==> src/hw/rtl/crlvt_pkg.sv <==
package crlvt_pkg;

  localparam int FrameBytes = 8;
  localparam int IdW        = 11;
  localparam int LenW       = 4;
  localparam int PayloadW   = 8 * FrameBytes;
  localparam int StampW     = 32;
  localparam int StatusW    = 3;
  localparam int InDataW    = 112;
  localparam int OutDataW   = 104;

  typedef enum logic [StatusW-1:0] {
    ST_UPDATED  = 3'd0,
    ST_INSERTED = 3'd1,
    ST_DROPPED  = 3'd2,
    ST_HIT      = 3'd3,
    ST_MISS     = 3'd4
  } status_e;

  typedef enum logic [2:0] {
    S_IDLE,
    S_READ,
    S_CMP,
    S_NOMATCH,
    S_RESP
  } state_e;

  typedef enum logic {
    OP_STORE  = 1'b0,
    OP_LOOKUP = 1'b1
  } op_e;

  typedef struct packed {
    logic [StampW-1:0]   stamp;
    logic [PayloadW-1:0] payload;
    logic [LenW-1:0]     len;
    logic [IdW-1:0]      ident;
  } entry_t;

  typedef struct packed {
    status_e             status;
    logic [StampW-1:0]   stamp;
    logic [PayloadW-1:0] payload;
    logic [LenW-1:0]     len;
  } result_t;

  function automatic logic [PayloadW-1:0] merge_payload(
    input logic [PayloadW-1:0] old_p,
    input logic [PayloadW-1:0] new_p,
    input logic [LenW-1:0]     len
  );
    logic [PayloadW-1:0] p;
    p = old_p;
    for (int b = 0; b < FrameBytes; b++) begin
      if (LenW'(b) < len) begin
        p[8*b +: 8] = new_p[8*b +: 8];
      end
    end
    return p;
  endfunction

endpackage

==> src/hw/rtl/can_rx_last_value_table.sv <==
// Channel  Dir  tdata (low bit up)                                  tuser
// s_axis   in   msg_id, frame_len, data_byte0..data_byte7, now_tick  operation
// m_axis   out  stored_len, out_byte0..out_byte7, stored_tick        status
//
// An item walks the filled entries in order, a read state and a compare state
// for each, until an identifier matches or the fill count is reached; the single-port
// entry memory and its one identifier comparator set this pace.
// Entries fill from index 0 upward and are never freed, so a fill count
// stands for the valid bits; reset clears it at once, no clearing pass.
// A finished result waits in the output register while the next item is taken.
module can_rx_last_value_table
  import crlvt_pkg::*;
#(
  parameter int TABLE_ENTRIES = 32
) (
  input  logic                clk_i,
  input  logic                rst_ni,
  input  logic                s_axis_tvalid,
  output logic                s_axis_tready,
  // msg_id, frame_len, data_byte0..data_byte7, now_tick, zero pad
  input  logic [InDataW-1:0]  s_axis_tdata,
  // operation
  input  logic                s_axis_tuser,
  output logic                m_axis_tvalid,
  input  logic                m_axis_tready,
  // stored_len, out_byte0..out_byte7, stored_tick, zero pad
  output logic [OutDataW-1:0] m_axis_tdata,
  // status
  output logic [StatusW-1:0]  m_axis_tuser
);

  localparam int IdxW = (TABLE_ENTRIES > 1) ? $clog2(TABLE_ENTRIES) : 1;
  localparam int CntW = $clog2(TABLE_ENTRIES + 1);

  state_e              state_q, state_d;
  logic [CntW-1:0]     idx_q, idx_d;
  logic [CntW-1:0]     cnt_q, cnt_d;
  op_e                 op_q;
  logic [IdW-1:0]      id_q;
  logic [LenW-1:0]     len_q;
  logic [PayloadW-1:0] data_q;
  logic [StampW-1:0]   tick_q;
  result_t             res_q, res_d;
  logic                m_valid_q;
  result_t             m_res_q;

  entry_t              mem_q [TABLE_ENTRIES];
  entry_t              rdata_q;
  logic                mem_we;
  logic [IdxW-1:0]     mem_wa;
  entry_t              mem_wd;
  entry_t              upd_entry, ins_entry;
  logic                in_xfer, out_load;
  logic [LenW-1:0]     in_len;

  assign s_axis_tready = (state_q == S_IDLE);
  assign in_xfer       = s_axis_tvalid && s_axis_tready;
  assign in_len        = (s_axis_tdata[14:11] > LenW'(FrameBytes)) ?
                         LenW'(FrameBytes) : s_axis_tdata[14:11];

  always_ff @(posedge clk_i) begin
    if (in_xfer) begin
      op_q   <= op_e'(s_axis_tuser);
      id_q   <= s_axis_tdata[10:0];
      len_q  <= in_len;
      data_q <= s_axis_tdata[78:15];
      tick_q <= s_axis_tdata[110:79];
    end
  end

  always_ff @(posedge clk_i) begin
    rdata_q <= mem_q[idx_q[IdxW-1:0]];
    if (mem_we) begin
      mem_q[mem_wa] <= mem_wd;
    end
  end

  always_comb begin
    upd_entry         = rdata_q;
    upd_entry.payload = merge_payload(rdata_q.payload, data_q, len_q);
    upd_entry.len     = len_q;
    upd_entry.stamp   = tick_q;
    ins_entry.ident   = id_q;
    ins_entry.payload = merge_payload('0, data_q, len_q);
    ins_entry.len     = len_q;
    ins_entry.stamp   = tick_q;
  end

  always_comb begin
    state_d  = state_q;
    idx_d    = idx_q;
    cnt_d    = cnt_q;
    res_d    = res_q;
    mem_we   = 1'b0;
    mem_wa   = idx_q[IdxW-1:0];
    mem_wd   = upd_entry;
    out_load = 1'b0;
    case (state_q)
      S_IDLE: begin
        if (in_xfer) begin
          idx_d   = '0;
          state_d = (cnt_q == '0) ? S_NOMATCH : S_READ;
        end
      end
      S_READ: begin
        state_d = S_CMP;
      end
      S_CMP: begin
        if (rdata_q.ident == id_q) begin
          state_d = S_RESP;
          if (op_q == OP_LOOKUP) begin
            res_d = '{status: ST_HIT, stamp: rdata_q.stamp,
                      payload: rdata_q.payload, len: rdata_q.len};
          end else begin
            mem_we = 1'b1;
            res_d  = '{status: ST_UPDATED, stamp: upd_entry.stamp,
                       payload: upd_entry.payload, len: upd_entry.len};
          end
        end else if (CntW'(idx_q + 1'b1) == cnt_q) begin
          state_d = S_NOMATCH;
        end else begin
          idx_d   = CntW'(idx_q + 1'b1);
          state_d = S_READ;
        end
      end
      S_NOMATCH: begin
        state_d = S_RESP;
        if (op_q == OP_LOOKUP) begin
          res_d = '{status: ST_MISS, stamp: '0, payload: '0, len: '0};
        end else if (cnt_q == CntW'(TABLE_ENTRIES)) begin
          res_d = '{status: ST_DROPPED, stamp: '0, payload: '0, len: '0};
        end else begin
          mem_we = 1'b1;
          mem_wa = cnt_q[IdxW-1:0];
          mem_wd = ins_entry;
          cnt_d  = CntW'(cnt_q + 1'b1);
          res_d  = '{status: ST_INSERTED, stamp: ins_entry.stamp,
                     payload: ins_entry.payload, len: ins_entry.len};
        end
      end
      S_RESP: begin
        if (!m_valid_q || m_axis_tready) begin
          out_load = 1'b1;
          state_d  = S_IDLE;
        end
      end
      default: begin
        state_d = S_IDLE;
      end
    endcase
  end

  always_ff @(posedge clk_i or negedge rst_ni) begin
    if (!rst_ni) begin
      state_q   <= S_IDLE;
      idx_q     <= '0;
      cnt_q     <= '0;
      m_valid_q <= 1'b0;
    end else begin
      state_q <= state_d;
      idx_q   <= idx_d;
      cnt_q   <= cnt_d;
      if (out_load) begin
        m_valid_q <= 1'b1;
      end else if (m_axis_tready) begin
        m_valid_q <= 1'b0;
      end
    end
  end

  always_ff @(posedge clk_i) begin
    res_q <= res_d;
    if (out_load) begin
      m_res_q <= res_q;
    end
  end

  assign m_axis_tvalid = m_valid_q;
  assign m_axis_tuser  = m_res_q.status;
  assign m_axis_tdata  = {4'b0, m_res_q.stamp, m_res_q.payload, m_res_q.len};

endmodule

==> config.mk <==
export PLATFORM = sky130hd
export DESIGN_NAME = can_rx_last_value_table
export DESIGN_NICKNAME = d
export VERILOG_FILES = /design/src/hw/rtl/crlvt_pkg.sv /design/src/hw/rtl/can_rx_last_value_table.sv
export SDC_FILE = /design/constraint.sdc
export NUM_CORES = 2
export LEC_CHECK = 0
export BUFFER_PORTS_ARGS = -buffer_cell sky130_fd_sc_hd__buf_2
export CORE_MARGIN = 10
export CORE_UTILIZATION = 60
export CTS_CLUSTER_DIAMETER = 100
export CTS_CLUSTER_SIZE = 10
export DETAILED_ROUTE_END_ITERATION = 7
export PLACE_DENSITY = 0.76
export SETUP_SLACK_MARGIN = 0.05
export SYNTH_ARGS = -nofsm -noshare
export SYNTH_HDL_FRONTEND = slang
export SYNTH_SLANG_ARGS = --single-unit
==> constraint.sdc <==
create_clock -name clk_i -period 14 [get_ports clk_i]
set_clock_uncertainty 0.05 [all_clocks]
set_input_delay 2.8 -clock clk_i [delete_from_list [all_inputs] [get_ports clk_i]]
set_output_delay 2.8 -clock clk_i [all_outputs]
set_load 0.03 [all_outputs]
## Yosys cells after proc, flatten, opt, wreduce, memory -nomap -nowiden

Memories as Yosys holds them, arrays and structs flattened. A register that Yosys moved wholly into a read port is not among the register bits.
Index checks and enable logic that the tools add are counted.

| cells by class | value |
|---|---|
| multiplexer cells | 48 |
| add/sub/neg operators | 2 |
| order comparisons | 9 |
| bitwise operators | 2 |
| reduce and logical (&&, ||, !) cells | 12 |
| equality and inequality tests | 12 |

Operator list:

| kind | number |
|---|---|
| $mux 79 | 3 |
| $mux 103 | 2 |
| $pmux 103 s2 | 1 |
| $mux 102 | 2 |
| $mux 8 | 16 |
| $mux 6 | 3 |
| $lt 3x4->1 const A | 4 |
| $mux 5 | 3 |
| $pmux 3 s5 | 1 |
| $add 6x1->6 const B | 2 |
| $pmux 6 s2 | 1 |
| $eq 11x11->1 | 1 |
| $mux 1 | 10 |
| $mux 3 | 3 |
| $lt 1x4->1 const A | 2 |
| $lt 2x4->1 const A | 2 |
| $ne 2x2->1 const B | 4 |
| $eq 3x2->1 const B | 2 |
| $eq 6x6->1 | 1 |
| $eq 6x6->1 const B | 1 |
| $logic_not 6->1 | 1 |
| $reduce_bool 2->1 | 3 |
| $gt 4x4->1 const B | 1 |
| $mux 2 | 2 |
| other kinds (12) | 14 |

| word-level totals | value |
|---|---|
| memory bits (writable) | 3552 |
| input bits | 117 |
| memories | 1 |
| logic and storage cells | 103 |
| output and inout bits | 109 |
| flip-flop bits (word level) | 334 |

Memory list:

| name | words | width | read ports | clocked after memory_dff | write ports | RTL line | source |
|---|---|---|---|---|---|---|---|
| mem_q | 32 | 111 | 1 | 1 | 1 | can_rx_last_value_table.sv:47 | `entry_t mem_q [TABLE_ENTRIES];` |

## Depth between registers and ports, before layout

| depth | value |
|---|---|
| depth in word-level cells | 6 |
| mapped depth | 9 |

## Worst setup path before layout

OpenSTA, ideal clock, no wires.

| timing path | value |
|---|---|
| kind | reg2reg |
| start | register cnt_q[0] |
| end | memory mem_q[0][0] in the netlist's numbering, enable pin |
| path slack | 6.979 ns |
| buffers on the path | 1 |
| setup time | 0.582 ns |
| data arrival time | 6.389 ns |
| clock period less this slack | 7.021 ns |
| stages on the path, launching flop included | 10 |
| data required time | 13.368 ns |
| path through | dfrtp_1 > inv_1 > ha_1 > nor4b_2 > a211o_1 > buf_2 > a22o_1 > nor2_1 > nand2_1 > nor2_1 |

| between the ends | value |
|---|---|
| word-level cells in the longest chain between the ends | 6 |

RTL lines:

| element | RTL line | source |
|---|---|---|
| from (decl) | can_rx_last_value_table.sv:37 | `logic [CntW-1:0] cnt_q, cnt_d;` |
| from (signal assigned) | can_rx_last_value_table.sv:162 | `cnt_q <= cnt_d;` |
| $eq 6x6->1 | can_rx_last_value_table.sv:130 | `end else if (cnt_q == CntW'(TABLE_ENTRIES)) begin` |
| $mux 1 | can_rx_last_value_table.sv:130 |  |
| $mux 1 | can_rx_last_value_table.sv:128 | `if (op_q == OP_LOOKUP) begin` |
| $pmux 1 s2 | can_rx_last_value_table.sv:98 | `case (state_q)` |
| $mux 1 | can_rx_last_value_table.sv:73 | `if (mem_we) begin` |
| $mux 1 (not written as such) | can_rx_last_value_table.sv:74 | `mem_q[mem_wa] <= mem_wd;` |
| to (decl) | can_rx_last_value_table.sv:47 |  |

Parallel ways exist; a longest one is shown, timed or not.

## Worst setup path in the final report

| timing path | value |
|---|---|
| start | register cnt_q[0] |
| end | memory mem_q[11][14] in the netlist's numbering, enable pin |

The elaborated chain is that of the path after synthesis.

==> flow_summary.html <==
<table>
<tr><th>Metric</th><th>Value</th></tr>
<tr><th colspan="2">Status</th></tr>
<tr><td>Result of the run</td><td>finished clean</td></tr>
<tr><th colspan="2">Clock network</th></tr>
<tr><td>Clk buf depth</td><td>4</td></tr>
<tr><td>Clock tree sinks</td><td>3,997</td></tr>
<tr><td>Number of H-tree levels</td><td>5</td></tr>
<tr><td>Clock tree from TritonCTS</td><td>done</td></tr>
<tr><td>Post-CTS Resized</td><td>0</td></tr>
<tr><td>Hold bufs inserted after CTS</td><td>0</td></tr>
<tr><td>Clk_lat worst skew</td><td>~1 ns</td></tr>
<tr><td>Setup Fix Bufs, Post-CTS</td><td>0</td></tr>
<tr><td>Clock slew at reported path FFs</td><td>roughly 0.06 ns</td></tr>
<tr><td>Clock tree root buffer cell</td><td>clkbuf_16</td></tr>
<tr><td>Num CTS Buffers</td><td>450</td></tr>
<tr><th colspan="2">Synth</th></tr>
<tr><td>Register area share after synthesis</td><td>79.4%</td></tr>
<tr><td>Dominant synthesized flop cell</td><td>edfxtp_1</td></tr>
<tr><td>Async set-reset flop share out of synthesis</td><td>0.400%</td></tr>
<tr><td>Mapped Cells</td><td>roughly 6.3k</td></tr>
<tr><td>Total of flip-flops plus latches after synthesis</td><td>3,997</td></tr>
<tr><td>Number of enable flip-flop cells after synthesis</td><td>~3.9k</td></tr>
<tr><td>Count of unique library cells instantiated by Yosys</td><td>57</td></tr>
<tr><td>Cell area after technology mapping</td><td>about 150,000 um^2</td></tr>
<tr><td>Mapped Avg Cell Area</td><td>~24 um^2</td></tr>
<tr><td>Total number of yosys warnings</td><td>0</td></tr>
<tr><th colspan="2">Routing</th></tr>
<tr><td>Starting DRT DRC Count</td><td>11.4k</td></tr>
<tr><td>Vias</td><td>about 72k</td></tr>
<tr><td>Detailed Routing Iterations Pass 1</td><td>8</td></tr>
<tr><td>Count of nets left with antenna violations after detail routing</td><td>0</td></tr>
<tr><td>Routed via count divided by cell count</td><td>just under 7</td></tr>
<tr><td>Post-route DRC violation count</td><td>0</td></tr>
<tr><td>Per-cell routed wire length</td><td>37.1 um</td></tr>
<tr><td>Total length of routed wires</td><td>387,000 um</td></tr>
<tr><th colspan="2">Die</th></tr>
<tr><td>Placeable core area</td><td>about 250,000 um^2</td></tr>
<tr><td>Initial Utilization</td><td>about three fifths</td></tr>
<tr><td>Std-Cell Rows</td><td>about 180</td></tr>
<tr><td>DIE AREA</td><td>270,000 um^2</td></tr>
<tr><td>I/O Pins</td><td>approximately 230</td></tr>
<tr><td>Die boundary height</td><td>about 520 um</td></tr>
<tr><td>Horizontal die dimension</td><td>519 um</td></tr>
<tr><th colspan="2">Pwr</th></tr>
<tr><td>Leak pwr</td><td>roughly 52 nW</td></tr>
<tr><td>Internal Dissipation</td><td>between 20 and 25 mW</td></tr>
<tr><td>Sequential share of power</td><td>49.4%</td></tr>
<tr><td>Total power</td><td>30.6 mW</td></tr>
<tr><td>Sw Share</td><td>25.5%</td></tr>
<tr><td>Max rail drop VDD</td><td>0.156 mV</td></tr>
<tr><td>Clock Power Share</td><td>between 30% and 40%</td></tr>
<tr><td>Combinational fraction of design power</td><td>between 10% and 20%</td></tr>
<tr><td>Power density cells</td><td>around 180 nW/um^2</td></tr>
<tr><td>P_sw</td><td>between 7 and 8 mW</td></tr>
<tr><th colspan="2">GRT</th></tr>
<tr><td>GR Util All Layers</td><td>between 20% and 30%</td></tr>
<tr><td>Global-route congestion overflow total</td><td>0</td></tr>
<tr><td>Pin count of the biggest net entering global routing</td><td>around 110</td></tr>
<tr><td>First-pass GRT wire length</td><td>approximately 560,000 um</td></tr>
<tr><td>Antenna violations before repair</td><td>15</td></tr>
<tr><td>Via count of the first global-routing pass</td><td>~76k</td></tr>
<tr><th colspan="2">STA</th></tr>
<tr><td>Share of the cycle needed by the critical path after routing</td><td>between 40% and 50%</td></tr>
<tr><td>Slew Limit Headroom</td><td>around 8.6%</td></tr>
<tr><td>Total Neg Setup Slack</td><td>0 ns</td></tr>
<tr><td>Maximum clock rate</td><td>162 MHz</td></tr>
<tr><td>Setup repair after global routing missed its margin</td><td>no</td></tr>
<tr><td>Number of hold violations in the final report</td><td>0</td></tr>
<tr><td>Setup violations, final</td><td>0</td></tr>
<tr><td>Final max-slew violation count</td><td>0</td></tr>
<tr><td>Setup slack of the critical path after layout</td><td>about 7.8 ns</td></tr>
<tr><td>Actual slew at the worst max-slew pin</td><td>about 1.4 ns</td></tr>
<tr><td>Clock period minus final worst setup slack</td><td>6.16 ns</td></tr>
<tr><th colspan="2">Cells and area</th></tr>
<tr><td>Leading cell types in the layout, fill and taps excluded</td><td>edfxtp_1 (3,870), mux4_2 (1,110), nand2_1 (490)</td></tr>
<tr><td>Share of post-route cells with drive strength above 1</td><td>28.4%</td></tr>
<tr><td>Final instance area</td><td>between 150,000 and 200,000 um^2</td></tr>
<tr><td>Most frequent standard cell in the layout excluding fill and tap cells</td><td>edfxtp_1</td></tr>
<tr><td>Area of the multi-input gates</td><td>approximately 29,000 um^2</td></tr>
<tr><td>Nets</td><td>slightly below 7k</td></tr>
<tr><td>Area delta synth-&gt;final</td><td>12.1%</td></tr>
<tr><td>Sequential cell area</td><td>119,000 um^2</td></tr>
<tr><td>Count of filler cells inserted in the layout</td><td>around 14k</td></tr>
<tr><th colspan="2">Setup path</th></tr>
<tr><td>Setup slack on the worst flop-to-flop path</td><td>between 7 and 8 ns</td></tr>
<tr><td>Largest fanout on the critical path</td><td>just under 60</td></tr>
<tr><td>Worst path required time</td><td>~15 ns</td></tr>
<tr><td>Depth of the worst register-to-register path</td><td>10</td></tr>
<tr><td>Critical register-to-register path endpoint</td><td>mem_q[11][14]</td></tr>
<tr><td>Critical Path End Type</td><td>flop</td></tr>
<tr><td>Data arrival time at the worst-slack endpoint</td><td>6.68 ns</td></tr>
<tr><td>Source of the worst register-to-register timing path</td><td>cnt_q[0]</td></tr>
<tr><td>Critical path start-end classification</td><td>reg2reg</td></tr>
<tr><td>CP startpoint kind</td><td>flop</td></tr>
<tr><th colspan="2">Placement</th></tr>
<tr><td>Routability Congestion</td><td>0.776</td></tr>
<tr><td>Half-perimeter wire length after placement</td><td>174,000 um</td></tr>
<tr><td>Port buffer count</td><td>220</td></tr>
<tr><td>Pre-CTS WS</td><td>around 8.0 ns</td></tr>
<tr><td>Area post-placement</td><td>roughly 160,000 um^2</td></tr>
<tr><th colspan="2">Min path</th></tr>
<tr><td>End point of the most critical hold path</td><td>m_axis_tdata[99]</td></tr>
<tr><td>Class of the most critical hold timing path</td><td>reg2reg</td></tr>
<tr><td>Hold Crit Start</td><td>res_q[99]</td></tr>
<tr><td>Hold path cells</td><td>0</td></tr>
<tr><th colspan="2">Flow run</th></tr>
<tr><td># Max-Cap Violations</td><td>0</td></tr>
</table>
-- through the flow --
stage               util, %  std cells  hold WS [ns]
floorplan                 -       6262         0.350
detailed placement     62.4       9660         0.355
CTS                    67.5      10431         0.362
global route           67.5      10435         0.368
finish                 67.5      10440         0.359
global placement       62.4       9660         0.351
-- critical path, stage by stage, from the launching register on --
cell	delay, ns
dfrtp_1	0.46
inv_1	0.16
ha_1	0.17
nor4b_2	0.67
a211o_4	0.92
a21boi_1	0.22
nor2_1	0.22
nand2_1	0.26
nor2_4	0.76
buf_4	0.82
buf_4	0.93
-- Yosys cell counts, types with 2 or more instances --
cell type	number	area [um^2]
a21boi_1	2	15.0
a21o_1	3	22.5
a21oi_1	14	70.1
a22o_1	101	885
a31oi_1	4	25.0
a32o_1	16	160
and2_1	2	12.5
and3_1	3	18.8
buf_1	25	93.8
buf_2	80	400
buf_4	16	120
buf_6	28	315
clkbuf_1	170	638
dfrtp_1	16	400
dfxtp_1	111	2220
edfxtp_1	3870	116000
ha_1	3	37.5
inv_1	8	30.0
mux4_2	1110	25000
nand2_1	491	1840
nand2b_1	5	31.3
nand3_1	38	190
nand3b_1	2	15.0
nand4_1	3	18.8
nor2_1	52	195
nor2b_1	4	25.0
nor3_1	5	25.0
nor4_1	4	25.0
o211ai_1	3	22.5
o21ai_0	12	60.1
o21ai_1	12	60.1
xnor2_1	7	61.3
xor2_1	15	131
-- power groups by stage --
stage                     logic (mW)  registers [mW]  clock network (mW)
after global routing            5.41            15.2                11.0
after global placement          4.84            15.3                   0
final                           5.06            15.1                10.4
after floorplan                 3.69            15.2                   0
after detailed placement        4.97            15.3                   0
after CTS                       5.08            15.1                10.5
-- worst max path at each step --
stage | start | to | slack, ns | cells after the start
2_1_floorplan | cnt_q[0] | mem_q[0][0] | 6.98 | 9
3_3_place_gp | cnt_q[1] | mem_q[11][86] | 8.00 | 10
3_5_place_dp | cnt_q[1] | mem_q[11][86] | 7.98 | 10
4_1_cts | cnt_q[0] | mem_q[11][14] | 7.92 | 10
5_1_grt | cnt_q[1] | mem_q[11][14] | 7.68 | 10
6_report | cnt_q[0] | mem_q[11][14] | 7.84 | 10
-- routing by layer --
metal	part of all wire [%]	GRT usage, %	vias to the layer above
met3	12	6.55	1028
li1	-	-	27595
met1	34	38.3	38190
met2	50	46.5	5666
met4	4.5	11.4	8
met5	0.028	0	-
-- registers in the layout (all words and copies together) (netlist names) --
name	cells
mem_q	3552
rdata_q	111
res_q	103
m_axis_tdata	100
data_q	64
tick_q	32
id_q	11
cnt_q	6
idx_q	6
len_q	4
m_axis_tuser	3
state_q	3
m_axis_tvalid	1
op_q	1
-- kinds of logic after synthesis --
family | Yosys count | share of synthesized area (%)
AOI/OAI and AO/OA | 179 | 0.955
buffers and inverters | 327 | 1.07
and+or+nand+nor | 619 | 1.66
other | 1 | 0.00251
muxes | 1111 | 16.7
xor gates and xnor gates | 22 | 0.129
adders and majority gates | 3 | 0.0251
DFF | 3997 | 79.4
-- final cells by class --
class | instances | share of cell area, %
multi-input cells | 1938 | 17.6
repair buffers | 387 | 1.47
clock inverters | 9 | 0.0619
flip-flops and latches | 3997 | 70.9
clock buffers | 762 | 7.48
diodes | 9 | 0.0134
inverters | 8 | 0.0254
well taps | 3330 | 2.48
(Power assumes the default switching activity.)
